File: src/dbl_pkg.sv
// ----------------------------------------------------------------------------
// dbl_pkg
// shared types and constants for the debounce and long-press block
// ----------------------------------------------------------------------------
`default_nettype none

package dbl_pkg;

  localparam int TIME_W  = 32;
  localparam int CFG_W   = 16;
  localparam int PCT_W   = 7;
  localparam int PROD_W  = CFG_W + PCT_W;
  localparam int QCNT_W  = 3;

  localparam logic [CFG_W-1:0] DEBOUNCE_RST = 16'd50;
  localparam logic [CFG_W-1:0] HOLD_RST     = 16'd2000;
  localparam logic [PCT_W-1:0] PERCENT_FULL = 7'd100;

  localparam logic REG_DEBOUNCE = 1'b0;
  localparam logic REG_HOLD     = 1'b1;

  typedef struct packed {
    logic busy;
    logic done;
  } div_stat_t;

endpackage

`default_nettype wire

File: src/dbl_div.sv
// ----------------------------------------------------------------------------
// dbl_div
// shared restoring divider: (held * 100) / hold, one quotient bit per cycle
// ----------------------------------------------------------------------------
`default_nettype none

module dbl_div (
  input  wire logic                          clk,
  input  wire logic                          rst_n,
  input  wire logic                          start,
  input  wire logic [dbl_pkg::CFG_W-1:0]     held,
  input  wire logic [dbl_pkg::CFG_W-1:0]     divisor,
  output logic      [dbl_pkg::PCT_W-1:0]     quotient,
  output dbl_pkg::div_stat_t                 status
);
  import dbl_pkg::*;

  logic [PROD_W-1:0] rem_r, rem_nxt;
  logic [PROD_W-1:0] dsh_r, dsh_nxt;
  logic [PCT_W-1:0]  q_r, q_nxt;
  logic [QCNT_W-1:0] cnt_r, cnt_nxt;
  logic              busy_r, busy_nxt;
  logic              done_r, done_nxt;
  logic [PROD_W-1:0] prod;
  logic              fits;

  // held * 100 as shifted adds
  assign prod = {1'b0, held, 6'b0} + {2'b0, held, 5'b0} + {5'b0, held, 2'b0};
  assign fits = (rem_r >= dsh_r);

  always_comb begin
    rem_nxt  = rem_r;
    dsh_nxt  = dsh_r;
    q_nxt    = q_r;
    cnt_nxt  = cnt_r;
    busy_nxt = busy_r;
    done_nxt = 1'b0;
    if (start) begin
      rem_nxt  = prod;
      dsh_nxt  = {1'b0, divisor, {(PCT_W-1){1'b0}}};
      q_nxt    = '0;
      cnt_nxt  = QCNT_W'(PCT_W - 1);
      busy_nxt = 1'b1;
    end else if (busy_r) begin
      if (fits) begin
        rem_nxt = rem_r - dsh_r;
      end
      q_nxt   = {q_r[PCT_W-2:0], fits};
      dsh_nxt = dsh_r >> 1;
      if (cnt_r == '0) begin
        busy_nxt = 1'b0;
        done_nxt = 1'b1;
      end else begin
        cnt_nxt = cnt_r - 1'b1;
      end
    end
  end

  always_ff @(posedge clk) begin
    rem_r <= rem_nxt;
    dsh_r <= dsh_nxt;
    q_r   <= q_nxt;
    if (!rst_n) begin
      cnt_r  <= '0;
      busy_r <= 1'b0;
      done_r <= 1'b0;
    end else begin
      cnt_r  <= cnt_nxt;
      busy_r <= busy_nxt;
      done_r <= done_nxt;
    end
  end

  assign quotient    = q_r;
  assign status.busy = busy_r;
  assign status.done = done_r;

endmodule

`default_nettype wire

File: src/button_debounce_long_press_core.sv
// ----------------------------------------------------------------------------
// button_debounce_long_press_core
// timestamp debounce with long-press detection and hold progress
//
//   channel | direction | signals
//   in_     | input     | in_valid, in_ready, in_now_ms, in_raw_level, in_portal_active
//   out_    | output    | out_valid, out_ready, out_stable_pressed, out_open_request,
//           |           | out_hold_percent
//   cfg_    | input     | cfg_we, cfg_index, cfg_wdata
//
// one transaction at a time: debounce, hold, then out_valid if no percentage is needed;
// start and divide come first when the shared divider runs its 7 quotient steps
// in_ready is low from accept until the result transaction completes
// out_valid holds with stable payload while out_ready is low
// synchronous reset clears the debounce state and loads the register defaults
// ----------------------------------------------------------------------------
`default_nettype none

module button_debounce_long_press_core (
  input  wire logic                          clk,
  input  wire logic                          rst_n,
  input  wire logic                          in_valid,
  output logic                               in_ready,
  input  wire logic [dbl_pkg::TIME_W-1:0]    in_now_ms,
  input  wire logic                          in_raw_level,
  input  wire logic                          in_portal_active,
  output logic                               out_valid,
  input  wire logic                          out_ready,
  output logic                               out_stable_pressed,
  output logic                               out_open_request,
  output logic      [dbl_pkg::PCT_W-1:0]     out_hold_percent,
  input  wire logic                          cfg_we,
  input  wire logic                          cfg_index,
  input  wire logic [dbl_pkg::CFG_W-1:0]     cfg_wdata
);
  import dbl_pkg::*;

  localparam logic [2:0] S_IDLE  = 3'd0;
  localparam logic [2:0] S_DEB   = 3'd1;
  localparam logic [2:0] S_HOLD  = 3'd2;
  localparam logic [2:0] S_START = 3'd3;
  localparam logic [2:0] S_DIV   = 3'd4;
  localparam logic [2:0] S_OUT   = 3'd5;

  logic [2:0]        state_r, state_nxt;
  logic [CFG_W-1:0]  debounce_r, hold_r;
  logic [TIME_W-1:0] now_r;
  logic              raw_r, portal_r;
  logic              last_raw_r, last_raw_nxt;
  logic [TIME_W-1:0] rct_r, rct_nxt;
  logic              stable_r, stable_nxt;
  logic [TIME_W-1:0] pst_r, pst_nxt;
  logic              fired_r, fired_nxt;
  logic [CFG_W-1:0]  held_r, held_nxt;
  logic [PCT_W-1:0]  pct_r, pct_nxt;
  logic              req_r, req_nxt;
  logic [TIME_W-1:0] since_raw, held;
  logic              deb_hit, fire;
  logic              div_start;
  logic [PCT_W-1:0]  div_q;
  div_stat_t         div_stat;

  dbl_div u_div (
    .clk      (clk),
    .rst_n    (rst_n),
    .start    (div_start),
    .held     (held_r),
    .divisor  (hold_r),
    .quotient (div_q),
    .status   (div_stat)
  );

  assign in_ready  = (state_r == S_IDLE);
  assign out_valid = (state_r == S_OUT);
  assign div_start = (state_r == S_START);

  // debounce step
  always_comb begin
    last_raw_nxt = raw_r;
    rct_nxt      = (raw_r != last_raw_r) ? now_r : rct_r;
    since_raw    = now_r - rct_nxt;
    deb_hit      = (last_raw_nxt != stable_r) && (since_raw >= {16'b0, debounce_r});
  end

  // long-press step
  assign held = now_r - pst_r;
  assign fire = stable_r && !fired_r && (held >= {16'b0, hold_r});

  always_comb begin
    state_nxt  = state_r;
    stable_nxt = stable_r;
    pst_nxt    = pst_r;
    fired_nxt  = fired_r;
    held_nxt   = held_r;
    pct_nxt    = pct_r;
    req_nxt    = req_r;
    case (state_r)
      S_IDLE: begin
        if (in_valid) begin
          state_nxt = S_DEB;
        end
      end
      S_DEB: begin
        if (deb_hit) begin
          stable_nxt = last_raw_nxt;
          pst_nxt    = last_raw_nxt ? now_r : '0;
          fired_nxt  = 1'b0;
        end
        state_nxt = S_HOLD;
      end
      S_HOLD: begin
        req_nxt  = fire && !portal_r;
        held_nxt = held[CFG_W-1:0];
        if (fire) begin
          fired_nxt = 1'b1;
        end
        if (!stable_r) begin
          pct_nxt   = '0;
          state_nxt = S_OUT;
        end else if (fire || fired_r) begin
          pct_nxt   = PERCENT_FULL;
          state_nxt = S_OUT;
        end else begin
          state_nxt = S_START;
        end
      end
      S_START: begin
        state_nxt = S_DIV;
      end
      S_DIV: begin
        if (div_stat.done) begin
          pct_nxt   = div_q;
          state_nxt = S_OUT;
        end
      end
      S_OUT: begin
        if (out_ready) begin
          state_nxt = S_IDLE;
        end
      end
      default: begin
        state_nxt = S_IDLE;
      end
    endcase
  end

  always_ff @(posedge clk) begin
    if (in_valid && in_ready) begin
      now_r    <= in_now_ms;
      raw_r    <= in_raw_level;
      portal_r <= in_portal_active;
    end
    held_r <= held_nxt;
    pct_r  <= pct_nxt;
    req_r  <= req_nxt;
    if (!rst_n) begin
      state_r    <= S_IDLE;
      debounce_r <= DEBOUNCE_RST;
      hold_r     <= HOLD_RST;
      last_raw_r <= 1'b0;
      rct_r      <= '0;
      stable_r   <= 1'b0;
      pst_r      <= '0;
      fired_r    <= 1'b0;
    end else begin
      state_r  <= state_nxt;
      stable_r <= stable_nxt;
      pst_r    <= pst_nxt;
      fired_r  <= fired_nxt;
      if (state_r == S_DEB) begin
        last_raw_r <= last_raw_nxt;
        rct_r      <= rct_nxt;
      end
      if (cfg_we) begin
        case (cfg_index)
          REG_DEBOUNCE: debounce_r <= cfg_wdata;
          REG_HOLD:     hold_r     <= cfg_wdata;
          default:      debounce_r <= debounce_r;
        endcase
      end
    end
  end

  assign out_stable_pressed = stable_r;
  assign out_open_request   = req_r;
  assign out_hold_percent   = pct_r;

  // checks
  a_pct_range: assert property (@(posedge clk) disable iff (!rst_n)
    out_valid |-> (out_hold_percent <= PERCENT_FULL))
    else $error("hold percent above full");

  a_req_full: assert property (@(posedge clk) disable iff (!rst_n)
    (out_valid && out_open_request) |->
      (out_stable_pressed && out_hold_percent == PERCENT_FULL))
    else $error("open request without full press");

  a_released_zero: assert property (@(posedge clk) disable iff (!rst_n)
    (out_valid && !out_stable_pressed) |-> (out_hold_percent == '0))
    else $error("nonzero percent while released");

  a_div_done_state: assert property (@(posedge clk) disable iff (!rst_n)
    div_stat.done |-> (state_r == S_DIV))
    else $error("divider finished outside divide state");

  a_div_start: assert property (@(posedge clk) disable iff (!rst_n)
    div_start |=> div_stat.busy)
    else $error("divider did not start");

endmodule

`default_nettype wire
File: config.mk
export PLATFORM = sky130hd
export DESIGN_NAME = button_debounce_long_press_core
export DESIGN_NICKNAME = d
export VERILOG_FILES = /design/src/dbl_pkg.sv /design/src/dbl_div.sv /design/src/button_debounce_long_press_core.sv
export SDC_FILE = /design/constraint.sdc
export NUM_CORES = 1
export LEC_CHECK = 0
export BUFFER_PORTS_ARGS = -buffer_cell sky130_fd_sc_hd__buf_4
export CORE_ASPECT_RATIO = 0.6
export CORE_MARGIN = 1
export CORE_UTILIZATION = 44
export DETAILED_ROUTE_END_ITERATION = 8
export PLACE_DENSITY = 0.67
export SYNTH_ARGS = -nofsm -noshare
export SYNTH_HDL_FRONTEND = slang
export SYNTH_SLANG_ARGS = --single-unit
File: constraint.sdc
create_clock -name clk -period 9.5 [get_ports clk]
set_input_delay 1.425 -clock clk [delete_from_list [all_inputs] [get_ports clk]]
set_output_delay 1.425 -clock clk [all_outputs]
set_load 0.05 [all_outputs]
==> metrics.md, run 1 <==
| Metric | Value |
|---|---|
| Status | completed |
| Synth top area cells | edfxtp_1, dfxtp_1, ha_1 |
| P_int | between 1.5 and 2 mW |
| Leading area contributor after synthesis | edfxtp_1 |
| IO Port Bufs | 66 |
| Hold Buf Count CTS | 0 |
| Worst path bufs/invs | 2 |
| Placer congestion estimate | between 0.9 and 1 |
| Hold path depth | 2 |
| Design area | approximately 17000 um2 |
| Share of the synthesized area in the top cell type | 0.194 |
| Syn Nets | 1886 |
| Comb power frac | 0.333 |
| Yosys warns | 0 |
| Routed Wire Length | just over 40 mm |
| Netlist cell types | a little under 90 |
| Hold Slack | roughly 0.45 ns |
| FF-to-FF path depth | 26 |
| Die footprint | 34900 um2 |
| Category of the critical setup timing path | register to register |
| Worst min path class | register to register |
| Clk buf depth | 3 |
| Post-synthesis xor/xnor area fraction | 0.0373 |
| Mapped Area | 15000 um2 |
| Setup bufs post-CTS | 0 |
| Simple-Gate Fraction of Synth Area | 0.156 |
| Startpoint Class | register |
| CTS tree | done |
| Total grt overflow | 0 |
| Seq pwr share | 0.356 |
| Top FF cell, synth | dfxtp_1 |
| Worst-skew pair later-pin latency | around 0.53 ns |
| Post-CTS Resized | 0 |
| EDFF count, synth | 97 |
| Final ANT Viol Nets | 0 |
| # clock sinks | approximately 220 |
| DRC Markers | 0 |
| Worst setup path startpoint | last_raw_nxt$_DFFE_PP_ |
| R2R Setup Slk | between 2 and 3 ns |
| Post-synthesis adder-cell area fraction | 0.135 |
| Switching share of power | 0.349 |
| Clk_skew | approximately 0.013 ns |
| RSZ-0062 raised after global routing | no |
| Nets | roughly 1900 |
| Tightest Pin Transition | 1.17 ns |
| Starting Density | 0.455 |
| Number of global-route vias before repair | between 10000 and 15000 |
| Reg clk slew, reported paths | 0.06 ns |
| PwrDens | around 180 nW/um2 |
| Worst Setup EP | pst_r[4]$_SDFFE_PN0P_ |
| Global router's overall resource usage | 0.236 |
| Chip Width | 240 um |
| Switch Pwr | 1.07 mW |
| Max Slew Vio Count | 0 |
| HPWL after DPL | 31.5 mm |
| Mean Syn Cell Area | 8.94 um2 |
| I/O pin count | 67 |
| Critical R2R Capture | pst_r[4]$_SDFFE_PN0P_ |
| Critical path's slowest cell | edfxtp_1 |
| CP max stage delay | roughly 0.55 ns |
| #FFs+latches synth | 217 |
| Vias per inst | a little under 6 |
| Most used cell along the critical path | a2111oi_0 |
| Max Freq | roughly 0.15 GHz |
| Worst r2r src | last_raw_nxt$_DFFE_PP_ |
| DP Area | between 15000 and 20000 um2 |
| Pre-CTS setup slack | approximately 2.7 ns |
| WP depth | 26 |
| Critical Path AT | ~7.3 ns |
| Largest net degree at the start of global routing | 65 |
| Async SR Flop Fraction | 0 |
| Final min period | about 6.9 ns |
| Maximum vdd drop | around 0.11 mV |
| Mux cell area share after synthesis | 0.0399 |
| Fraction of layout cells with a size suffix above 1 | 0.0866 |
| Post-route clock period utilization | 0.724 |
| Antenna diodes | 0 |
| Clock power share | 0.311 |
| Wire per inst | around 19 um |
| Num rows | 51 |
| Relative slew slack | 0.215 |
| H-Tree Depth | 1 |
| PnR worst setup slack | around 2.6 ns |
| Initial antenna violation count | 0 |
| P_leak | between 6 and 7 nW |
| Sequential area share after synthesis | 0.354 |
| CP Data Required Time | between 9 and 10 ns |
| Synthesized netlist cell count | between 1500 and 2000 |
| Detailed Route Iter0 Violations | between 1000 and 1500 |
| Max-cap violations | 0 |
| DR vias | around 13000 |
| Root buf cell | clkbuf_16 |
| CORE AREA | about 33000 um2 |
| Area delta synth->final | 11.1% |
| Setup TNS | 0 ns |
| Final Hold Viols | 0 |
| Worst Setup End Kind | register |
| Synth Area in Compound Gates | 0.223 |
| Num CTS Buffers | 23 |
| Crit path max fanout | 33 |
| Die height | ~150 um |
| Largest family of logic cells by synthesized area | compound AO/OA/AOI/OAI gates |
| First-pass GRT wire length | about 65 mm |
| Final number of setup-violating endpoints | 0 |
| Critical path's top delay family | compound AO/OA/AOI/OAI gates |
| Drt first pass iters | 5 |
-- power by group through the flow --
| stage | sequential [mW] | combinational, mW | clock (mW) |
|---|---|---|---|
| global placement | 1.11 | 0.973 | 0 |
| finish | 1.09 | 1.02 | 0.953 |
| floorplan | 1.09 | 0.730 | 0 |
| CTS | 1.09 | 0.994 | 0.976 |
| detailed placement | 1.11 | 0.983 | 0 |
| global route | 1.10 | 1.12 | 1.01 |
-- through the flow --
step,power (mW),utilization,instances
after floorplan,1.82,-,1678
after global placement,2.08,0.481,2129
after detailed placement,2.09,0.481,2129
after CTS,3.06,0.505,2171
after global routing,3.23,0.505,2171
final,3.06,0.505,2171
-- cells in the mapped netlist, drive strengths merged, types with 13 or more instances --
cell	count
mux2i	56
a211oi	42
clkbuf	54
a21o	50
inv	134
a32o	32
and2	15
a21oi	142
nor2b	21
nand3	48
ha	136
o31ai	14
o21ai	74
nor2	120
dfxtp	120
o21a	25
nor3	26
nand2b	13
buf	21
fa	16
edfxtp	97
xnor2	45
nand4	18
o211ai	16
nand2	162
xor2	18
-- layer usage --
layer / wire [um] / share of wire / vias up / GRT usage
met5: 0 / 0 / - / 0
li1: - / - / 6202 / -
met4: 445 / 0.011 / 0 / 0.0296
met3: 3770 / 0.091 / 36 / 0.0527
met1: 21800 / 0.53 / 6024 / 0.397
met2: 15300 / 0.37 / 488 / 0.298
-- cell usage in the layout, fill, tap and decap left out, types with 9 or more instances in the layout --
master and count:
a32o_1 32, o21a_1 25, or3_1 10, fa_1 16, nand2_1 162, edfxtp_1 97
dfxtp_1 120, xnor2_1 44, nand4_1 18, nor2_1 120, a21oi_1 140, a211oi_1 40
inv_1 133, a21o_1 49, o21bai_1 11, o21ai_0 71, ha_1 136, o211ai_1 15
buf_4 76, clkbuf_16 25, nand2b_1 13, and2_1 13, mux2i_1 56, nor3_1 25
nand3_1 48, xor2_1 17, o31ai_1 14, nor2b_1 20, nor3b_1 9
-- worst reg2reg max path, delay by kind of cell, from the launching register on --
kind / cells / cell delay (ns)
xor+xnor: 2 / 0.61
flops: 1 / 0.55
fa+ha+maj: 3 / 0.91
compound gates: 12 / 3.23
simple gates: 7 / 1.10
buf+inv: 2 / 0.40
-- worst min path at each step --
stage,startpoint,end,slack (ns)
after floorplan,debounce_r[10]$_SDFFE_PN0P_,debounce_r[10]$_SDFFE_PN0P_,0.44
after global placement,debounce_r[2]$_SDFFE_PN0P_,debounce_r[2]$_SDFFE_PN0P_,0.45
after detailed placement,hold_r[15]$_SDFFE_PN0P_,hold_r[15]$_SDFFE_PN0P_,0.45
after CTS,hold_r[15]$_SDFFE_PN0P_,hold_r[15]$_SDFFE_PN0P_,0.46
after global routing,debounce_r[11]$_SDFFE_PN0P_,debounce_r[11]$_SDFFE_PN0P_,0.48
final,hold_r[2]$_SDFFE_PN0P_,hold_r[2]$_SDFFE_PN0P_,0.45
-- flip-flops by register name, indices dropped and copies added, names as in the netlist, 3 cells and up --
name and cells:
held_r 16, u_div.cnt_r 3, hold_r 16, debounce_r 16, u_div.rem_r 23, state_r 3
pst_r 32, u_div.quotient 7, u_div.dsh_r 22, out_hold_percent 7, now_r 32, rct_r 32
-- cells by family (layout without fill, tap and decap cells) --
family | after synthesis | after routing
flip-flops | 217 | 217
AND/OR/NAND/NOR | 485 | 485
multiplexers | 59 | 59
XOR/XNOR | 63 | 63
adder cells (fa/ha/maj) | 152 | 152
AO/OA/AOI/OAI | 493 | 493
buffers and inverters | 209 | 252
-- cell type report --
cell class,count,area [um2]
Inverter,134,503
Multi-Input combinational cell,1252,8920
Fill cell,3115,16300
Timing Repair Buffer,76,571
Clock inverter,11,121
Tap cell,450,563
Clock buffer,31,668
Sequential cell,217,5320
(Power assumes the default switching activity.)
==> run 2, diff against run 1 <==
==> constraint.sdc (replaced) <==
create_clock -name clk -period 6.9 [get_ports clk]
set_input_delay 1.035 -clock clk [delete_from_list [all_inputs] [get_ports clk]]
set_output_delay 1.035 -clock clk [all_outputs]
set_load 0.05 [all_outputs]
==> metrics.md, run 2 (synthesis gave the netlist of run 1 again) <==
| Metric | Value |
|---|---|
| Antenna diodes | 0 (unchanged) |
| RSZ-0062 raised after global routing | no |
| Startpoint Class | register |
| Largest net degree at the start of global routing | 65 (unchanged) |
| Final min period | 6.32 ns (-0.555 ns) |
| Worst min path class | register to register |
| Hold Buf Count CTS | 0 (unchanged) |
| Seq pwr share | 0.360 (+0.004) |
| Tightest Pin Transition | 1.20 ns (+0.0253 ns) |
| PwrDens | 251 nW/um2 (+36%) |
| Detailed Route Iter0 Violations | 1203 (-1.1%) |
| Critical path's slowest cell | nor4_2 |
| Die footprint | 34900 um2 (unchanged) |
| Clock power share | 0.301 (-0.010) |
| Biggest regs | now_r (32), pst_r (32), rct_r (32) |
| # clock sinks | 217 (unchanged) |
| Num rows | 51 (unchanged) |
| Global router's overall resource usage | 0.235 (-0.000655) |
| Number of global-route vias before repair | 11600 (+1.2%) |
| Status | completed |
| P_leak | 6.61 nW (-0.24%) |
| Total grt overflow | 0 (unchanged) |
| First-pass GRT wire length | 65.0 mm (+0.17%) |
| Maximum vdd drop | 0.167 mV (+48%) |
| H-Tree Depth | 1 (unchanged) |
| Most used cell along the critical path | ha_1 |
| Die height | 145 um (unchanged) |
| Final Hold Viols | 0 (unchanged) |
| Critical path's top delay family | compound AO/OA/AOI/OAI gates |
| Area delta synth->final | 11.3% |
| Design area | 16700 um2 (+0.17%) |
| Initial antenna violation count | 0 (unchanged) |
| Crit-path cells | buf_4 > xor2_4 > mux2i_1 > ha_1 > and4_1 > nand3_1 > o221ai_2 > nor2_1 > o31ai_1 > a21oi_1 > xnor2_1 > ha_1 > a221o_1 > nor4_2 > nand4_1 > a2111oi_0 > o221ai_1 > a2111oi_1 > o2111ai_1 > o21ai_2 > nand2b_1 > buf_6 > a32o_1 |
| DR vias | 12900 (+1.1%) |
| Vias per inst | 5.93 (+0.99%) |
| CTS tree | done |
| Nets | 1914 (+0.10%) |
| Relative slew slack | 0.200 (-0.0153) |
| Max-cap violations | 0 (unchanged) |
| Fraction of layout cells with a size suffix above 1 | 0.0899 (+0.00333) |
| Critical Path AT | 6.80 ns (-0.54 ns) |
| DP Area | 15900 um2 (about the same) |
| Max Slew Vio Count | 0 (unchanged) |
| Switching share of power | 0.359 (+0.00958) |
| P_int | 2.68 mW (+34%) |
| Wire per inst | 19.1 um (+0.30%) |
| Pre-CTS setup slack | 0.284 ns (-2.39 ns) |
| Post-route clock period utilization | 0.916 (+0.192) |
| Num CTS Buffers | 24 (+4.3%) |
| Root buf cell | clkbuf_16 |
| Max Freq | 0.158 GHz (+8.8%) |
| Chip Width | 240 um (unchanged) |
| Worst Setup End Kind | register |
| Finished Core Util | 0.506 (+0.000873) |
| Clk_skew | 0.0188 ns (+0.00557 ns) |
| Placer congestion estimate | 0.895 (-3.4%) |
| HPWL after DPL | 31.9 mm (+1.2%) |
| Hold Slack | 0.454 ns (+0.00120 ns) |
| Crit path max fanout | 33 (unchanged) |
| CP max stage delay | 0.43 ns (-0.12 ns) |
| I/O pin count | 67 (unchanged) |
| Final ANT Viol Nets | 0 (unchanged) |
| PnR worst setup slack | 0.578 ns (-2.04 ns) |
| Worst path bufs/invs | 2 (unchanged) |
| Starting Density | 0.455 (unchanged) |
| Reg clk slew, reported paths | 0.06 ns (about the same) |
| IO Port Bufs | 66 (unchanged) |
| Worst-skew pair later-pin latency | 0.55 ns (+0.02 ns) |
| Comb power frac | 0.339 (+0.006) |
| CORE AREA | 33000 um2 (unchanged) |
| Drt first pass iters | 7 (+2) |
| DRC Markers | 0 (unchanged) |
| Final number of setup-violating endpoints | 0 (unchanged) |
| Commonest non-fill, non-tap cell in the layout | nand2_1 |
| Most frequent cells in the layout | nand2_1, a21oi_1, ha_1 |
| Routed Wire Length | 41.5 mm (+0.44%) |
| Setup TNS | 0 ns (unchanged) |
| Clk buf depth | 3 (unchanged) |
| Switch Pwr | 1.50 mW (+40%) |
| CP Data Required Time | 7.38 ns (-2.59 ns) |
| Category of the critical setup timing path | register to register |
| Fill cells | 3122 (+0.22%) |
## run 2: cell types whose count changed in the layout (fill, tap and decap cells not counted), sizes merged
cell	delta
clkinv	+4
buf	+1
clkinvlp	+3
inv	-3
bufinv	-2
## run 2: worst min-delay path, cell delays in order (launching register included)
cell     delay (ns)
dfxtp_1        0.31
nand2_1        0.05
a21oi_1        0.05
## run 2: worst paths after layout
path              cells past startpoint                        start  slack, ns                           to
setup / recovery                     23       last_raw_nxt$_DFFE_PP_       0.58       pst_r[22]$_SDFFE_PN0P_
hold / removal                        2  debounce_r[11]$_SDFFE_PN0P_       0.45  debounce_r[11]$_SDFFE_PN0P_
setup reg to reg                     23       last_raw_nxt$_DFFE_PP_       0.58       pst_r[22]$_SDFFE_PN0P_
hold reg to reg                       2  debounce_r[11]$_SDFFE_PN0P_       0.45  debounce_r[11]$_SDFFE_PN0P_
## run 2: what timing repair did
item,4_1_cts,5_1_grt
gates resized for setup,0,9
setup endpoints to repair,0,34
buffers inserted,0,2
## run 2: layer usage
metal	GRT usage	vias to the layer above	share of wire
li1	-	6188	-
met1	0.397	6186	0.53
met2	0.303	474	0.38
met3	0.0415	46	0.079
met4	0.0309	0	0.012
met5	0	-	0
## run 2: final cells by class
cell class,count,area [um2],area share
clock buffer,31,667,0.0400
clock inverter,13,96.3,0.00577
inverter,134,503,0.0301
multi-input combinational,1252,8960,0.537
sequential,217,5320,0.319
tap,450,563,0.0337
timing repair buffer,77,582,0.0349
## run 2: per-stage QoR
stage,total power [mW],cells
floorplan,2.51,1678
global placement,2.86,2128
detailed placement,2.89,2128
CTS,4.16,2172
global route,4.39,2174
finish,4.18,2174
## run 2: power groups by stage
stage	clock, mW	sequential [mW]	combinational [mW]
final	1.26	1.50	1.42
after floorplan	0	1.51	1.01
after CTS	1.28	1.50	1.37
after detailed placement	0	1.53	1.36
after global routing	1.33	1.51	1.55
after global placement	0	1.53	1.33
